[src/rtl/core/assert_macros.svh]
// assertion macros used by the rtl of the character packer
// no dependencies; included by the files that check their own logic
`ifndef ASSERT_MACROS_SVH
`define ASSERT_MACROS_SVH

// plain property, checked at every rising edge outside reset
`define ASSERT_CLK(label, clk, rst_n, prop) \
    label: assert property (@(posedge clk) disable iff (!rst_n) (prop)) \
        else $error("concurrent assertion failed");

// same-cycle implication, antecedent and consequent given apart
`define ASSERT_IMPL(label, clk, rst_n, ante, cons) \
    label: assert property (@(posedge clk) disable iff (!rst_n) (ante) |-> (cons)) \
        else $error("concurrent implication failed");

// next-cycle implication
`define ASSERT_NEXT(label, clk, rst_n, ante, cons) \
    label: assert property (@(posedge clk) disable iff (!rst_n) (ante) |=> (cons)) \
        else $error("concurrent next-cycle implication failed");

`endif

[src/rtl/core/sbcp_pkg.sv]
// shared widths, code points and the character map of the packer
// no dependencies; used by sbcp_accum and six_bit_char_packer
`default_nettype none

package sbcp_pkg;

    localparam int CHAR_W = 8;
    localparam int CODE_W = 6;
    localparam int WORD_W = 60;
    localparam int CNT_W  = 4;

    // codes of the character set: unknown, letters and punctuation
    localparam logic [CODE_W-1:0] CODE_UNKNOWN  = 6'd0;
    localparam logic [CODE_W-1:0] CODE_LOWER_A  = 6'd1;
    localparam logic [CODE_W-1:0] CODE_SPACE    = 6'd27;
    localparam logic [CODE_W-1:0] CODE_COMMA    = 6'd28;
    localparam logic [CODE_W-1:0] CODE_PERIOD   = 6'd29;
    localparam logic [CODE_W-1:0] CODE_QUESTION = 6'd30;
    localparam logic [CODE_W-1:0] CODE_BANG     = 6'd31;
    localparam logic [CODE_W-1:0] CODE_NEWLINE  = 6'd32;
    localparam logic [CODE_W-1:0] CODE_UPPER_A  = 6'd33;

    // ascii bytes of interest
    localparam logic [CHAR_W-1:0] ASC_LOWER_A  = 8'h61;
    localparam logic [CHAR_W-1:0] ASC_LOWER_Z  = 8'h7a;
    localparam logic [CHAR_W-1:0] ASC_UPPER_A  = 8'h41;
    localparam logic [CHAR_W-1:0] ASC_UPPER_Z  = 8'h5a;
    localparam logic [CHAR_W-1:0] ASC_SPACE    = 8'h20;
    localparam logic [CHAR_W-1:0] ASC_COMMA    = 8'h2c;
    localparam logic [CHAR_W-1:0] ASC_PERIOD   = 8'h2e;
    localparam logic [CHAR_W-1:0] ASC_QUESTION = 8'h3f;
    localparam logic [CHAR_W-1:0] ASC_BANG     = 8'h21;
    localparam logic [CHAR_W-1:0] ASC_NEWLINE  = 8'h0a;

    // one finished word
    typedef struct packed {
        logic [CNT_W-1:0]  count;
        logic [WORD_W-1:0] word;
        logic              final_word;
    } t_word;

    function automatic logic [CODE_W-1:0] char_code(input logic [CHAR_W-1:0] c);
        logic [CHAR_W-1:0] off_lower;
        logic [CHAR_W-1:0] off_upper;
        logic [CODE_W-1:0] code;
        off_lower = c - ASC_LOWER_A;
        off_upper = c - ASC_UPPER_A;
        if (c >= ASC_LOWER_A && c <= ASC_LOWER_Z) begin
            code = CODE_LOWER_A + off_lower[CODE_W-1:0];
        end else if (c >= ASC_UPPER_A && c <= ASC_UPPER_Z) begin
            code = CODE_UPPER_A + off_upper[CODE_W-1:0];
        end else begin
            case (c)
                ASC_SPACE:    code = CODE_SPACE;
                ASC_COMMA:    code = CODE_COMMA;
                ASC_PERIOD:   code = CODE_PERIOD;
                ASC_QUESTION: code = CODE_QUESTION;
                ASC_BANG:     code = CODE_BANG;
                ASC_NEWLINE:  code = CODE_NEWLINE;
                default:      code = CODE_UNKNOWN;
            endcase
        end
        return code;
    endfunction

endpackage

`default_nettype wire

[src/rtl/core/six_bit_char_packer.sv]
// top level of the six-bit character packer: input register, accumulator, output register
// depends on sbcp_pkg, sbcp_accum and assert_macros.svh
`default_nettype none
`include "assert_macros.svh"

// Packs a stream of 8-bit characters, one per item, into 60-bit words of
// 6-bit codes (a-z 1..26, space , . ? ! newline 27..32, A-Z 33..58, any
// other byte 0). The first character of a word lands in the most significant
// used code slot and the word is right-justified. A word leaves after
// CHARS_PER_WORD characters or on the character marked with tlast, carrying
// its character count and a final flag on tlast. One item is taken every
// cycle unless a closing character waits for a stalled output register; a word
// becomes valid on the master side after its closing character has passed the
// input register, where it is held while the lookup and shift run, and has been
// taken into the output register together with the accumulator update.
// The output register holds a word while the sink stalls, and input keeps
// flowing as long as the pending character does not itself close a word.
module six_bit_char_packer #(
    parameter int CHARS_PER_WORD = 10
) (
    input  wire         i_clk,
    input  wire         i_rst_n,
    // slave side
    input  wire         s_axis_tvalid,
    output logic        s_axis_tready,
    input  wire  [7:0]  s_axis_tdata,   // [7:0] character
    input  wire         s_axis_tlast,   // end_of_string
    // master side
    output logic        m_axis_tvalid,
    input  wire         m_axis_tready,
    output logic [63:0] m_axis_tdata,   // [59:0] packed_word, [63:60] char_count
    output logic        m_axis_tlast    // final_word
);

    // input register
    logic                        r_in_valid;
    logic [sbcp_pkg::CHAR_W-1:0] r_in_char;
    logic                        r_in_last;

    // output register
    logic            r_out_valid;
    sbcp_pkg::t_word r_out;

    logic            s_accept;
    logic            out_free;
    logic            step;
    logic            emit;
    sbcp_pkg::t_word word;

    // the pending character may move on unless it closes a word that has nowhere to go
    assign out_free      = !r_out_valid || m_axis_tready;
    assign step          = r_in_valid && (!emit || out_free);
    assign s_axis_tready = !r_in_valid || step;
    assign s_accept      = s_axis_tvalid && s_axis_tready;

    always_ff @(posedge i_clk) begin
        if (!i_rst_n) begin
            r_in_valid <= 1'b0;
        end else if (s_accept) begin
            r_in_valid <= 1'b1;
        end else if (step) begin
            r_in_valid <= 1'b0;
        end
    end

    always_ff @(posedge i_clk) begin
        if (s_accept) begin
            r_in_char <= s_axis_tdata;
            r_in_last <= s_axis_tlast;
        end
    end

    sbcp_accum #(
        .CHARS_PER_WORD (CHARS_PER_WORD)
    ) u_accum (
        .i_clk   (i_clk),
        .i_rst_n (i_rst_n),
        .i_step  (step),
        .i_char  (r_in_char),
        .i_last  (r_in_last),
        .o_emit  (emit),
        .o_word  (word)
    );

    always_ff @(posedge i_clk) begin
        if (!i_rst_n) begin
            r_out_valid <= 1'b0;
        end else if (step && emit) begin
            r_out_valid <= 1'b1;
        end else if (m_axis_tready) begin
            r_out_valid <= 1'b0;
        end
    end

    always_ff @(posedge i_clk) begin
        if (step && emit) begin
            r_out <= word;
        end
    end

    assign m_axis_tvalid = r_out_valid;
    assign m_axis_tdata  = {r_out.count, r_out.word};
    assign m_axis_tlast  = r_out.final_word;

    // a word holds at least one and at most a full set of characters
    `ASSERT_IMPL(a_count_range, i_clk, i_rst_n, m_axis_tvalid,
        (r_out.count != '0) && (r_out.count <= sbcp_pkg::CNT_W'(CHARS_PER_WORD)))
    // a word leaves only when full or when the string ends
    `ASSERT_IMPL(a_word_closed, i_clk, i_rst_n, m_axis_tvalid,
        m_axis_tlast || (r_out.count == sbcp_pkg::CNT_W'(CHARS_PER_WORD)))
    // a character stalled in the input register is not dropped
    `ASSERT_NEXT(a_in_kept, i_clk, i_rst_n, r_in_valid && !step, r_in_valid)
    // a closing character never overwrites a word that is still waiting
    `ASSERT_IMPL(a_no_overwrite, i_clk, i_rst_n, step && emit, out_free)

endmodule

`default_nettype wire

[src/rtl/core/sbcp_accum.sv]
// word accumulator: codes one character and shifts it into the word
// depends on sbcp_pkg
`default_nettype none

module sbcp_accum #(
    parameter int CHARS_PER_WORD = 10
) (
    input  wire                        i_clk,
    input  wire                        i_rst_n,
    input  wire                        i_step,
    input  wire [sbcp_pkg::CHAR_W-1:0] i_char,
    input  wire                        i_last,
    output logic                       o_emit,
    output sbcp_pkg::t_word            o_word
);

    localparam logic [sbcp_pkg::CNT_W-1:0] FULL_CNT = sbcp_pkg::CNT_W'(CHARS_PER_WORD);

    logic [sbcp_pkg::WORD_W-1:0] r_acc, n_acc;
    logic [sbcp_pkg::CNT_W-1:0]  r_fill, n_fill;
    logic [sbcp_pkg::CODE_W-1:0] code;

    always_comb begin
        code   = sbcp_pkg::char_code(i_char);
        n_acc  = {r_acc[sbcp_pkg::WORD_W-sbcp_pkg::CODE_W-1:0], code};
        n_fill = r_fill + 1'b1;
        o_emit = (n_fill >= FULL_CNT) || i_last;
        o_word.word       = n_acc;
        o_word.count      = n_fill;
        o_word.final_word = i_last;
    end

    always_ff @(posedge i_clk) begin
        if (!i_rst_n) begin
            r_acc  <= '0;
            r_fill <= '0;
        end else if (i_step) begin
            // a finished word restarts the accumulator
            if (o_emit) begin
                r_acc  <= '0;
                r_fill <= '0;
            end else begin
                r_acc  <= n_acc;
                r_fill <= n_fill;
            end
        end
    end

endmodule

`default_nettype wire

[config.mk]
export PLATFORM = sky130hd
export DESIGN_NAME = six_bit_char_packer
export DESIGN_NICKNAME = d
export VERILOG_FILES = /design/src/rtl/core/sbcp_pkg.sv /design/src/rtl/core/six_bit_char_packer.sv /design/src/rtl/core/sbcp_accum.sv
export VERILOG_INCLUDE_DIRS = /design/src /design/src/rtl/core
export SDC_FILE = /design/constraint.sdc
export NUM_CORES = 1
export LEC_CHECK = 0
export ABC_AREA = 1
export BUFFER_PORTS_ARGS = -buffer_cell sky130_fd_sc_hd__buf_2
export CAP_MARGIN = 25
export CORE_ASPECT_RATIO = 0.6
export CORE_MARGIN = 3
export CORE_UTILIZATION = 45
export DETAILED_ROUTE_END_ITERATION = 7
export PLACE_DENSITY = 0.66
export SKIP_LAST_GASP = 1
export SYNTH_ARGS = -nofsm -noshare
export SYNTH_HDL_FRONTEND = slang
export SYNTH_SLANG_ARGS = --single-unit
[constraint.sdc]
create_clock -name i_clk -period 8.8 [get_ports i_clk]
set_input_delay 0.44 -clock i_clk [delete_from_list [all_inputs] [get_ports i_clk]]
set_output_delay 0.44 -clock i_clk [all_outputs]
set_load 0.02 [all_outputs]
== Word-level counts from Yosys, hierarchy flattened ==
Index checks and enable logic that the tools add are counted.
Storage, ports and cells
  register bits: 134
  input bits: 13
  output and inout bits: 67
Cells by class
  add/subtract/negate cells: 5
  magnitude comparators: 5
  equal/unequal tests: 6
  mux-type cells: 9
  reduce and logical (&&, ||, !) cells: 14
Operators with widths (count)
  54-bit 2-to-1 mux: 1
  8-bit by 6-bit equality test with 1-bit output, second input constant: 5
  6-bit case mux with 6 select lines: 1
  8-bit by 7-bit greater-or-equal comparator with 1-bit output, second input constant: 2
  8-bit by 7-bit <= comparator with 1-bit output, second input constant: 2
  6-bit 2-to-1 mux: 2
  8-bit by 4-bit equality test with 1-bit output, second input constant: 1
  1-bit by 6-bit adder with 6-bit output, first input constant: 1
  6-bit adder, first input constant: 1
  6-bit by 1-bit subtractor with 6-bit output, second input constant: 1
  6-bit subtractor, second input constant: 1
  1-bit logical AND: 5
  4-bit by 1-bit adder with 4-bit output, second input constant: 1
  4-bit greater-or-equal comparator, second input constant: 1
  1-bit logical OR: 4
  1-bit 2-to-1 mux: 4
  4-bit 2-to-1 mux: 1
  2-bit nonzero test: 2
  1-bit zero test: 3

== Depth between registers and ports, before layout ==
Gate-level depths: netlist of the first run.
  depth after elaboration: 9
  depth in mapped cells: 13
  mapped depth without buffers: 11

== Modules after synthesis ==
A second synthesis of the first run with hierarchy kept.
Second synthesis, totals
  cells, all modules: 428
  area, all modules: 4814.6 µm²
Modules (own cells, without submodules)
  sbcp_accum: times used 1, cells an instance 335, area an instance 2471.1 µm², seq. area each 1161.1 µm²
  six_bit_char_packer: times used 1, cells an instance 93, area an instance 2343.5 µm², seq. area each 2262.2 µm²

== Least setup slack after synthesis of the first run ==
Ideal clock, no wire load.
  kind: register to register
  from: register u_accum.r_fill[1] (netlist bit)
  to: register r_out, in the netlist m_axis_tdata[0], enable pin
  arrival: 2405 ps
  required time: 8381 ps
  setup slack: 5976 ps
  stages on the path, launching flop included: 11
  buffers on the path: 0
  cells stage by stage: dfxtp_1 inv_1 ha_1 inv_1 nor2_1 nand2_1 nand2_2 nand2_4 nand2_2 nand3_1 inv_1
On the way
  cells in the longest elaborated chain, start to end: 7
RTL lines
  from (decl): RTL line sbcp_accum.sv:20  | logic [sbcp_pkg::CNT_W-1:0] r_fill, n_fill;
  from (signal assigned): RTL line sbcp_accum.sv:44  | r_fill <= n_fill;
  4-bit by 1-bit adder with 4-bit output *: RTL line sbcp_accum.sv:26  | n_fill = r_fill + 1'b1;
  net u_accum.n_fill, one bit: RTL line sbcp_accum.sv:20
  4-bit greater-or-equal comparator *: RTL line sbcp_accum.sv:27  | o_emit = (n_fill >= FULL_CNT) || i_last;
  1-bit logical OR *: RTL line sbcp_accum.sv:27
  1-bit zero test: RTL line six_bit_char_packer.sv:52  | assign step = r_in_valid && (!emit || out_free);
  1-bit logical OR: RTL line six_bit_char_packer.sv:52
  1-bit logical AND: RTL line six_bit_char_packer.sv:52
  1-bit logical AND *: RTL line six_bit_char_packer.sv:96  | if (step && emit) begin
  to (signal assigned): RTL line six_bit_char_packer.sv:97  | r_out <= word;
  to (decl): RTL line six_bit_char_packer.sv:42  | sbcp_pkg::t_word r_out;
Mark *: on every way through the listed nets, which the timed path passes. The rest lies on a longest branch.
A chain may end at the register's enable or synchronous reset.

== Worst setup path after layout of the first run ==
  from: register u_accum.r_fill[1] (netlist bit)
  to: register r_out, in the netlist m_axis_tdata[37], enable pin
The elaborated chain is that of the path after synthesis.

==> flow_metrics.env, run 1 <==
export IMPL_routed_wl_mm=10.4
export IMPL_path_buf_inv=4
export IMPL_power_switching_mw=0.304
export IMPL_antenna_found_initial=0
export IMPL_dpl_cell_area_mm2=0.00534
export IMPL_grt_usage_pct=17.7
export IMPL_grt_pass1_vias=3207
export IMPL_first_pass_iters=5
export IMPL_viasPerCell=5.03
export IMPL_seqPwrFrac_pct=45.7
export IMPL_highest_layer="met4"
export IMPL_required_ns=8.85
export IMPL_drtIter0Drc=328
export IMPL_clock_fmax_mhz=373
export IMPL_slew_headroom_pct=59.7
export IMPL_hpwl_mm=6.82
export IMPL_route_met2_wl_mm=4.29
export IMPL_start_util_pct=47.7
export IMPL_p_per_area_mw_per_mm2=248
export IMPL_synth_seq_cells=134
export IMPL_status="completed"
export IMPL_path_class="flop to flop"
export IMPL_hold_viol_final=0
export IMPL_io_buffer_count=79
export IMPL_htreeDepth=4
export IMPL_vdd_ir_drop_max_uv=169
export IMPL_wl_met3_um=894
export IMPL_synth_compound_area_share_pct=7.35
export IMPL_finalInstanceArea_mm2=0.00599
export IMPL_r2r_slack_ns=6.12
export IMPL_path_delay_family="buffers and inverters"
export IMPL_setup_viol_count_final=0
export IMPL_max_stage_delay_ns=0.54
export IMPL_synthAdderAreaFrac_pct=0.514
export IMPL_drv_slew=0
export IMPL_clock_path_buffers=2
export IMPL_coreArea_mm2=0.0102
export IMPL_synthMuxAreaShare_pct=0
export IMPL_yosysWarnings=0
export IMPL_synth_cell_type_count=22
export IMPL_cp_depth=11
export IMPL_dieArea_mm2=0.0121
export IMPL_grt_pass1_wl_mm=16.4
export IMPL_cp_start_kind="flop"
export IMPL_cts_made_buffers=17
export IMPL_final_common_cell="nand2_1"
export IMPL_area_growth_pct=23.0
export IMPL_utilization_pct=58.7
export IMPL_crit_fanout=38
export IMPL_clkTransAtPathRegs_ns=0.06
export IMPL_combPwrFrac_pct=4.2
export IMPL_r2r_worst_path_cells=11
export IMPL_pin_count=80
export IMPL_post_drt_wl_per_cell_um=15.3
export IMPL_synth_top_cells_by_area="edfxtp_1 (46%), dfxtp_1 (25%), nand2_1 (11%), a21oi_1 (5.3%), nand3_1 (2.6%)"
export IMPL_root_buffer="clkbuf_16"
export IMPL_wl_met1_mm=5.11
export IMPL_fin_crit_ns=2.68
export IMPL_tightest_slew_ns=0.603
export IMPL_critPathArrivalTime_ns=2.73
export IMPL_synth_area_mm2=0.00487
export IMPL_min_path_cells=1
export IMPL_swShare_pct=20.5
export IMPL_tns_ns=0
export IMPL_yosysSeqAreaShare_pct=70.3
export IMPL_yosysTopAreaCellShare_pct=45.7
export IMPL_cts_tree="built"
export IMPL_whs_ns=0.201
export IMPL_cts_setup_buffers=0
export IMPL_grt_overflow_total=0
export IMPL_end_kind="flop"
export IMPL_ctsHoldBuffers=0
export IMPL_p_leak_nw=2.27
export IMPL_min_period_over_period_pct=30.5
export IMPL_die_x_um=140
export IMPL_grt_max_degree=59
export IMPL_fin_worst_skew_ns=0.00599
export IMPL_hold_class="input pin to flop"
export IMPL_critPathSlowestCell="buf_4"
export IMPL_syn_nets=463
export IMPL_placementRows=28
export IMPL_drive_gt1_share_pct=23.9
export IMPL_clock_sinks=134
export IMPL_p_int_mw=1.18
export IMPL_diodes=0
export IMPL_synthXorXnorAreaFrac_pct=0.514
export IMPL_synth_top_family_by_area="simple AND/OR/NAND/NOR gates"
export IMPL_drc=0
export IMPL_vias=3410
export IMPL_avgSynthCellArea_um2=10.9
export IMPL_pwr_share_clk_pct=50.2
export IMPL_mostFrequentLayoutCells="nand2_1 (148), buf_2 (79), edfxtp_1 (74)"
export IMPL_crit_chain="inv_1 -> ha_1 -> inv_1 -> nor2_1 -> nand2_1 -> nand2_2 -> nand2_4 -> nand2_2 -> nand3_1 -> inv_2 -> buf_4"
export IMPL_cts_resized=0
export IMPL_antenna_left=0
export IMPL_synth_simple_gate_area_share_pct=17.0
export IMPL_fin_nets=545
export IMPL_clk_latency_ns=0.41
export IMPL_syn_instance_count=448
export IMPL_rsz0062_at_grt="false"
export IMPL_maxCapViolations=0
export IMPL_synth_top_cell_by_area="edfxtp_1"
export IMPL_place_congestion=0.835
export IMPL_fp_dieH_um=86.6
==> flip-flops by register name (all words and copies together) (netlist names) <==
signal and flops:
r_in_valid 1, u_accum.r_acc 54, r_in_char 8, u_accum.r_fill 4
m_axis_tdata 64, r_in_last 1, m_axis_tlast 1, m_axis_tvalid 1
==> through the flow <==
step           power (mW)  setup slack (ns)  cells
5_1_grt              1.53              5.86    678
4_1_cts              1.49              6.07    677
3_5_place_dp        0.752              6.08    645
2_1_floorplan       0.733              5.98    448
3_3_place_gp        0.750              6.21    644
6_report             1.49              6.12    678
==> cell families after synthesis <==
family | after synthesis
compound gates | 64
xor+xnor | 2
fa+ha+maj | 2
buf+inv | 42
flops | 134
simple gates | 204
==> worst reg2reg max path: cells and delay by family, from the launching register on <==
kind	cells	cell delay (ns)
adders and majority gates	1	0.27
buffers and inverters	4	1.14
DFF	1	0.40
and+or+nand+nor	6	0.51
==> Yosys cell counts, drive strengths merged <==
library cell and count:
nor2 25, o21ai 2, dfxtp 60, nor3 1, clkbuf 6, xnor2 1
nand3 26, edfxtp 74, xor2 1, ha 2, a21oi 62, inv 22
buf 14, nand2 152
==> path summary, 6_finish.rpt <==
kind / from / endpoint
worst max-delay path: u_accum.r_fill[1]$_SDFFE_PN0P_ / m_axis_tdata[37]$_DFFE_PP_
worst min-delay path: s_axis_tdata[0] / r_in_char[0]$_DFFE_PP_
worst max register to register: u_accum.r_fill[1]$_SDFFE_PN0P_ / m_axis_tdata[37]$_DFFE_PP_
worst min register to register: u_accum.r_acc[49]$_SDFFE_PN0P_ / m_axis_tdata[55]$_DFFE_PP_
==> power by group through the flow <==
| stage | clock network, mW | registers (mW) | logic [mW] |
|---|---|---|---|
| 3_5_place_dp | 0 | 0.692 | 0.0606 |
| 4_1_cts | 0.755 | 0.679 | 0.0610 |
| 3_3_place_gp | 0 | 0.692 | 0.0586 |
| 6_report | 0.746 | 0.679 | 0.0619 |
| 2_1_floorplan | 0 | 0.700 | 0.0339 |
| 5_1_grt | 0.784 | 0.680 | 0.0682 |
==> per-layer routing <==
metal | track usage [%] | vias to the layer above
met3 | 5.73 | 14
li1 | - | 1663
met2 | 24.3 | 146
met5 | 0 | -
met1 | 26.5 | 1587
met4 | 5.80 | 0
==> final cells by class <==
type	count	area, um2
timing repair buffer	83	450
sequential	134	3420
inverter	22	82.6
clock inverter	9	148
clock buffer	23	478
tap	135	169
fill	851	4210
multi-input combinational	272	1230
Power figures use the tool's default switching activity.
==> inputs of run 2 (changes only) <==
==> constraint.sdc (replaced) <==
create_clock -name i_clk -period 2.5 [get_ports i_clk]
set_input_delay 0.125 -clock i_clk [delete_from_list [all_inputs] [get_ports i_clk]]
set_output_delay 0.125 -clock i_clk [all_outputs]
set_load 0.02 [all_outputs]
==> run 2 against run 1 <==
Against the previous run: sequential share of layout area shrank 1.6 points; via count is 1.2% higher; critical endpoint is now u_accum.r_acc[25]$_SDFFE_PN0P_; critical path type unchanged; clock power grew to 3.7 times the previous value; global-route usage grew 0.41 points; total power grew to 3.6 times the previous value; largest cell class unchanged; non-clock buffer count up 12.
==> flow_metrics.env, run 2 (same netlist as run 1, synthesis figures left out) <==
export IMPL_pin_count=80
export IMPL_viasPerCell=5.00
export IMPL_end_kind="flop"
export IMPL_utilization_pct=60.4
export IMPL_r2r_start="u_accum.r_fill[1]$_SDFFE_PN0P_"
export IMPL_area_growth_pct=26.6
export IMPL_hold_viol_final=0
export IMPL_antenna_left=0
export IMPL_fin_nets=557
export IMPL_dieArea_mm2=0.0121
export IMPL_r2r_worst_path_cells=12
export IMPL_post_drt_wl_per_cell_um=15.1
export IMPL_start_util_pct=47.7
export IMPL_grt_usage_pct=18.1
export IMPL_drv_slew=0
export IMPL_cts_made_buffers=17
export IMPL_vdd_ir_drop_max_uv=550
export IMPL_fin_crit_ns=2.00
export IMPL_grt_max_degree=46
export IMPL_diodes=0
export IMPL_grt_pass1_vias=3246
export IMPL_crit_fanout=45
export IMPL_drtIter0Drc=276
export IMPL_hp_start="s_axis_tvalid"
export IMPL_tns_ns=0
export IMPL_total_power_mw=5.36
export IMPL_first_pass_iters=6
export IMPL_clock_fmax_mhz=499
export IMPL_worstReg2RegEnd="u_accum.r_acc[25]$_SDFFE_PN0P_"
export IMPL_placementRows=28
export IMPL_fill_cells=833
export IMPL_clock_path_buffers=2
export IMPL_path_class="flop to flop"
export IMPL_slew_headroom_pct=67.9
export IMPL_p_leak_nw=2.33
export IMPL_r2r_slack_ns=0.50
export IMPL_cp_start_kind="flop"
export IMPL_min_path_cells=3
export IMPL_coreArea_mm2=0.0102
export IMPL_antenna_found_initial=0
export IMPL_cts_setup_buffers=0
export IMPL_maxCapViolations=0
export IMPL_setup_viol_count_final=0
export IMPL_largest_register_ffs=64
export IMPL_required_ns=2.84
export IMPL_hold_class="input pin to flop"
export IMPL_min_period_over_period_pct=80.1
export IMPL_fp_dieH_um=86.6
export IMPL_fin_worst_skew_ns=0.00686
export IMPL_die_x_um=140
export IMPL_status="completed"
export IMPL_p_per_area_mw_per_mm2=870
export IMPL_tightest_slew_ns=0.481
export IMPL_cts_tree="built"
export IMPL_hold_end="r_in_valid$_SDFFE_PN0P_"
export IMPL_clock_sinks=134
export IMPL_place_congestion=0.893
export IMPL_root_buffer="clkbuf_16"
export IMPL_clk_latency_ns=0.42
export IMPL_final_common_cell="nand2_1"
export IMPL_mostFrequentLayoutCells="nand2_1 (148), buf_2 (79), edfxtp_1 (74)"
export IMPL_drc=0
export IMPL_grt_pass1_wl_mm=16.8
export IMPL_io_buffer_count=79
export IMPL_clkTransAtPathRegs_ns=0.06
export IMPL_pre_cts_ws_ns=0.553
export IMPL_drive_gt1_share_pct=24.3
export IMPL_routed_wl_mm=10.4
export IMPL_vias=3451
export IMPL_grt_overflow_total=0
export IMPL_cts_resized=0
export IMPL_hpwl_mm=6.74
export IMPL_setup_slack_ns=0.497
export IMPL_rsz0062_at_grt="false"
export IMPL_critPathArrivalTime_ns=2.34
export IMPL_htreeDepth=4
export IMPL_whs_ns=0.0405
==> run 2: cell types whose count changed in the layout (fill, tap and decap cells not counted), moves of 2 or more <==
cell | before | now
clkbuf_1 | 3 | 1
clkinvlp_4 | 0 | 4
dlygate4sd3_1 | 0 | 10
buf_12 | 2 | 4
==> run 2: worst max path at each step <==
stage / startpoint / end / cells past startpoint
after floorplan: u_accum.r_fill[1]$_SDFFE_PN0P_ / m_axis_tdata[0]$_DFFE_PP_ / 10
after global placement: u_accum.r_fill[1]$_SDFFE_PN0P_ / u_accum.r_acc[36]$_SDFFE_PN0P_ / 11
after detailed placement: u_accum.r_fill[1]$_SDFFE_PN0P_ / u_accum.r_acc[42]$_SDFFE_PN0P_ / 11
after CTS: u_accum.r_fill[1]$_SDFFE_PN0P_ / u_accum.r_acc[25]$_SDFFE_PN0P_ / 12
after global routing: u_accum.r_fill[1]$_SDFFE_PN0P_ / u_accum.r_acc[37]$_SDFFE_PN0P_ / 12
final: u_accum.r_fill[1]$_SDFFE_PN0P_ / u_accum.r_acc[25]$_SDFFE_PN0P_ / 12
==> run 2: layout make-up <==
class / count / area, um2 / share of cell area (%)
tap: 135 / 169 / 2.74
multi-input combinational: 272 / 1230 / 20.0
timing repair buffer: 95 / 591 / 9.59
clock buffer: 20 / 457 / 7.41
inverter: 22 / 86.3 / 1.40
sequential: 134 / 3420 / 55.6
clock inverter: 12 / 200 / 3.25
==> run 2: layer usage <==
layer / share of wire [%] / GRT usage, %
met5: 0 / 0
met4: 1.2 / 7.56
met3: 7.3 / 5.68
met2: 41 / 24.3
met1: 51 / 27.0
==> run 2: stage by stage <==
stage | cells | instance area (um2)
2_1_floorplan | 448 | 4870
3_3_place_gp | 648 | 5400
3_5_place_dp | 648 | 5400
4_1_cts | 690 | 6160
5_1_grt | 690 | 6160
6_report | 690 | 6160
==> run 2: what timing repair did <==
| action | CTS | global route |
|---|---|---|
| hold buffers | 10 | 0 |
| setup endpoints to repair | 0 | 0 |
| endpoints found under the hold margin | 10 | 0 |
==> run 2: worst max-delay path, stage by stage, from the launching register on <==
cell     delay, ns
dfxtp_1       0.38
inv_1         0.06
ha_1          0.26
inv_1         0.09
nor2_1        0.04
nand2_1       0.07
nand2_2       0.07
nand2_4       0.10
nand2_2       0.06
nand2_2       0.28
buf_12        0.26
nand2_1       0.07
a21oi_1       0.15
==> run 2: power breakdown <==
group	total (mW)	internal, mW	switching (mW)
registers	2.39	2.36	0.0280
logic	0.237	0.0727	0.164
clock network	2.73	1.82	0.913
total	5.36	4.25	1.10
==> inputs of run 3 (changes only) <==
--- a/config.mk
+++ b/config.mk
@@ -6,14 +6,14 @@
 export SDC_FILE = /design/constraint.sdc
 export NUM_CORES = 1
 export LEC_CHECK = 0
-export ABC_AREA = 1
+export ABC_AREA = 0
 export BUFFER_PORTS_ARGS = -buffer_cell sky130_fd_sc_hd__buf_2
 export CAP_MARGIN = 25
 export CORE_ASPECT_RATIO = 0.6
 export CORE_MARGIN = 3
 export CORE_UTILIZATION = 45
 export DETAILED_ROUTE_END_ITERATION = 7
-export PLACE_DENSITY = 0.66
+export PLACE_DENSITY = 0.69
 export SKIP_LAST_GASP = 1
 export SYNTH_ARGS = -nofsm -noshare
 export SYNTH_HDL_FRONTEND = slang
==> constraint.sdc (replaced) <==
create_clock -name i_clk -period 1.7 [get_ports i_clk]
set_input_delay 0.085 -clock i_clk [delete_from_list [all_inputs] [get_ports i_clk]]
set_output_delay 0.085 -clock i_clk [all_outputs]
set_load 0.02 [all_outputs]
==> run 3 against run 2 <==
Against the previous run: the flow now finishes with violations (setup timing); total power increased by 45%; sequential power is 46% higher; global-route usage rose by 3.6 points; clock-buffer cell count did not move; maximum frequency is 0.86% higher; register-to-register slack got worse by 0.78 ns; setup slack lost 0.78 ns; non-clock buffer count increased by 65.
==> flow_metrics.env, run 3 <==
export IMPL_dieArea_mm2=0.0117
export IMPL_area_growth_pct=46.6
export IMPL_first_pass_iters=7
export IMPL_synth_seq_cells=134
export IMPL_drv_slew=0
export IMPL_synthTopCellsByCount="edfxtp_1 (74), dfxtp_1 (60), nand2_1 (57)"
export IMPL_use_met2_pct=33.1
export IMPL_pin_count=80
export IMPL_place_congestion=0.854
export IMPL_synth_area_mm2=0.00469
export IMPL_maxCapViolations=0
export IMPL_drtIter0Drc=367
export IMPL_fill_cells=706
export IMPL_max_stage_delay_ns=0.39
export IMPL_clock_path_buffers=2
export IMPL_viasPerCell=5.49
export IMPL_fin_worst_skew_ns=0.0110
export IMPL_p_leak_nw=2.61
export IMPL_yosysWarnings=0
export IMPL_synthMuxAreaShare_pct=0
export IMPL_min_period_over_period_pct=117
export IMPL_crit_fanout=8
export IMPL_path_class="flop to flop"
export IMPL_utilization_pct=68.6
export IMPL_tightest_slew_ns=0.457
export IMPL_fin_crit_ns=1.99
export IMPL_setup_viol_count_final=120
export IMPL_antenna_left=0
export IMPL_hpwl_mm=6.72
export IMPL_grt_pass1_wl_mm=18.8
export IMPL_synth_top_cells_by_area="edfxtp_1 (47%), dfxtp_1 (26%), o22ai_1 (6.0%), nand2_1 (4.6%), buf_6 (1.4%)"
export IMPL_grt_overflow_total=0
export IMPL_drive_gt1_share_pct=41.6
export IMPL_final_common_cell="buf_2"
export IMPL_root_buffer="clkbuf_16"
export IMPL_synthXorXnorAreaFrac_pct=0.694
export IMPL_routed_wl_mm=13.0
export IMPL_io_buffer_count=79
export IMPL_end_kind="flop"
export IMPL_grtUsageMet3_pct=5.75
export IMPL_vias=3577
export IMPL_synth_compound_area_share_pct=13.3
export IMPL_grt_max_degree=30
export IMPL_required_ns=1.83
export IMPL_synth_cell_type_count=47
export IMPL_whs_ns=0.163
export IMPL_setup_slack_ns=-0.286
export IMPL_placementRows=28
export IMPL_post_drt_wl_per_cell_um=19.9
export IMPL_synth_simple_gate_area_share_pct=8.94
export IMPL_critPathSlowestCell="dfxtp_4"
export IMPL_pre_cts_ws_ns=-0.164
export IMPL_clock_sinks=134
export IMPL_use_met1_pct=30.6
export IMPL_fin_nets=519
export IMPL_syn_instance_count=345
export IMPL_status="complete, but fails checks"
export IMPL_rsz0062_at_grt="true"
export IMPL_top_usage_layer="met2"
export IMPL_synth_top_cell_by_area="edfxtp_1"
export IMPL_clk_latency_ns=0.42
export IMPL_coreArea_mm2=0.0100
export IMPL_avgSynthCellArea_um2=13.6
export IMPL_p_per_area_mw_per_mm2=1130
export IMPL_hold_viol_final=0
export IMPL_crit_chain="ha_4 -> xor2_4 -> or2_4 -> a21oi_4 -> buf_4 -> nor3b_4 -> buf_6 -> buf_6 -> buf_12"
export IMPL_drc=0
export IMPL_slew_headroom_pct=69.6
export IMPL_start_util_pct=46.8
export IMPL_die_x_um=138
export IMPL_syn_nets=360
export IMPL_synthAdderAreaFrac_pct=0.533
export IMPL_critPathArrivalTime_ns=2.12
export IMPL_synth_ff_type="edfxtp_1"
export IMPL_htreeDepth=4
export IMPL_grt_usage_pct=21.7
export IMPL_total_power_mw=7.78
export IMPL_cpMostUsedCell="buf_6"
export IMPL_synth_edf_count=74
export IMPL_cp_start_kind="flop"
export IMPL_largest_register_ffs=64
export IMPL_fp_dieH_um=85.1
export IMPL_synth_top_family_by_area="compound AO/OA/AOI/OAI gates"
export IMPL_yosysSeqAreaShare_pct=73.0
export IMPL_violations="setup timing"
export IMPL_yosysMostFrequentCell="edfxtp_1"
export IMPL_antenna_found_initial=0
export IMPL_clkTransAtPathRegs_ns=0.06
export IMPL_vdd_ir_drop_max_uv=816
export IMPL_mostFrequentLayoutCells="buf_2 (78), edfxtp_1 (74), nand2_1 (57), dfxtp_1 (57), buf_4 (45)"
export IMPL_diodes=0
export IMPL_grt_pass1_vias=3426
export IMPL_yosysTopAreaCellShare_pct=47.4
export IMPL_clock_fmax_mhz=504
export IMPL_hold_class="input pin to flop"
export IMPL_cts_made_buffers=17
export IMPL_synth_async_reset_ratio_pct=0
export IMPL_cts_tree="built"
==> run 3: worst paths after layout <==
check                                                    start                             end  slack, ns  cells after the start
worst max-delay path            u_accum.r_fill[0]$_SDFFE_PN0P_      m_axis_tdata[53]$_DFFE_PP_      -0.29                      9
worst min-delay path                                   i_rst_n  u_accum.r_acc[48]$_SDFFE_PN0P_       0.16                      3
worst max register to register  u_accum.r_fill[0]$_SDFFE_PN0P_      m_axis_tdata[53]$_DFFE_PP_      -0.29                      9
worst min register to register  u_accum.r_acc[15]$_SDFFE_PN0P_      m_axis_tdata[21]$_DFFE_PP_       0.43                      0
==> run 3: area by class of cell <==
cell class	count	area, um2	area share, %
sequential	134	3430	49.9
timing repair buffer	160	1340	19.5
multi-input combinational	184	1300	18.9
clock buffer	20	467	6.79
tap	135	169	2.46
clock inverter	12	140	2.04
inverter	7	28.8	0.418
==> run 3: kinds of logic (layout without fill, tap and decap cells) <==
group / count (synthesis) / in the layout
simple gates: 89 / 89
buf+inv: 28 / 199
xor+xnor: 2 / 2
flops: 134 / 134
fa+ha+maj: 2 / 2
compound gates: 90 / 91
==> run 3: what timing repair did <==
| action | 4_1_cts | 5_1_grt |
|---|---|---|
| gates resized for setup | 21 | 21 |
| endpoints found under the hold margin | 11 | 0 |
| pin swaps | 10 | 11 |
| gates cloned | 8 | 4 |
| setup endpoints to repair | 125 | 135 |
| hold buffers | 11 | 0 |
| setup buffers | 19 | 8 |
==> run 3: power breakdown <==
group	total [mW]	internal, mW	switching (mW)
clock network	3.74	2.30	1.44
registers	3.49	3.46	0.0325
logic	0.547	0.260	0.287
total	7.78	6.02	1.76
==> run 3: stage by stage <==
stage,setup TNS [ns],area [um2],cells
3_3_place_gp,-8.36,5520,573
6_report,-22.32,6880,652
2_1_floorplan,-90.41,4770,345
4_1_cts,-22.07,6670,642
5_1_grt,-28.47,6880,652
3_5_place_dp,-11.29,5520,573
==> run 3: routing by layer <==
| layer | share of wire, % | vias to the layer above |
|---|---|---|
| li1 | - | 1628 |
| met1 | 43 | 1756 |
| met2 | 47 | 169 |
| met3 | 7.5 | 24 |
| met4 | 2.0 | 0 |
| met5 | 0 | - |
==> run 3: worst max-delay path, delay by kind of cell, from the launching register on <==
family                     cells  cell delay (ns)
buffers and inverters          4             0.56
and+or+nand+nor                2             0.38
xor gates and xnor gates       1             0.15
DFF                            1             0.39
adders and majority gates      1             0.17
AOI/OAI and AO/OA              1             0.05
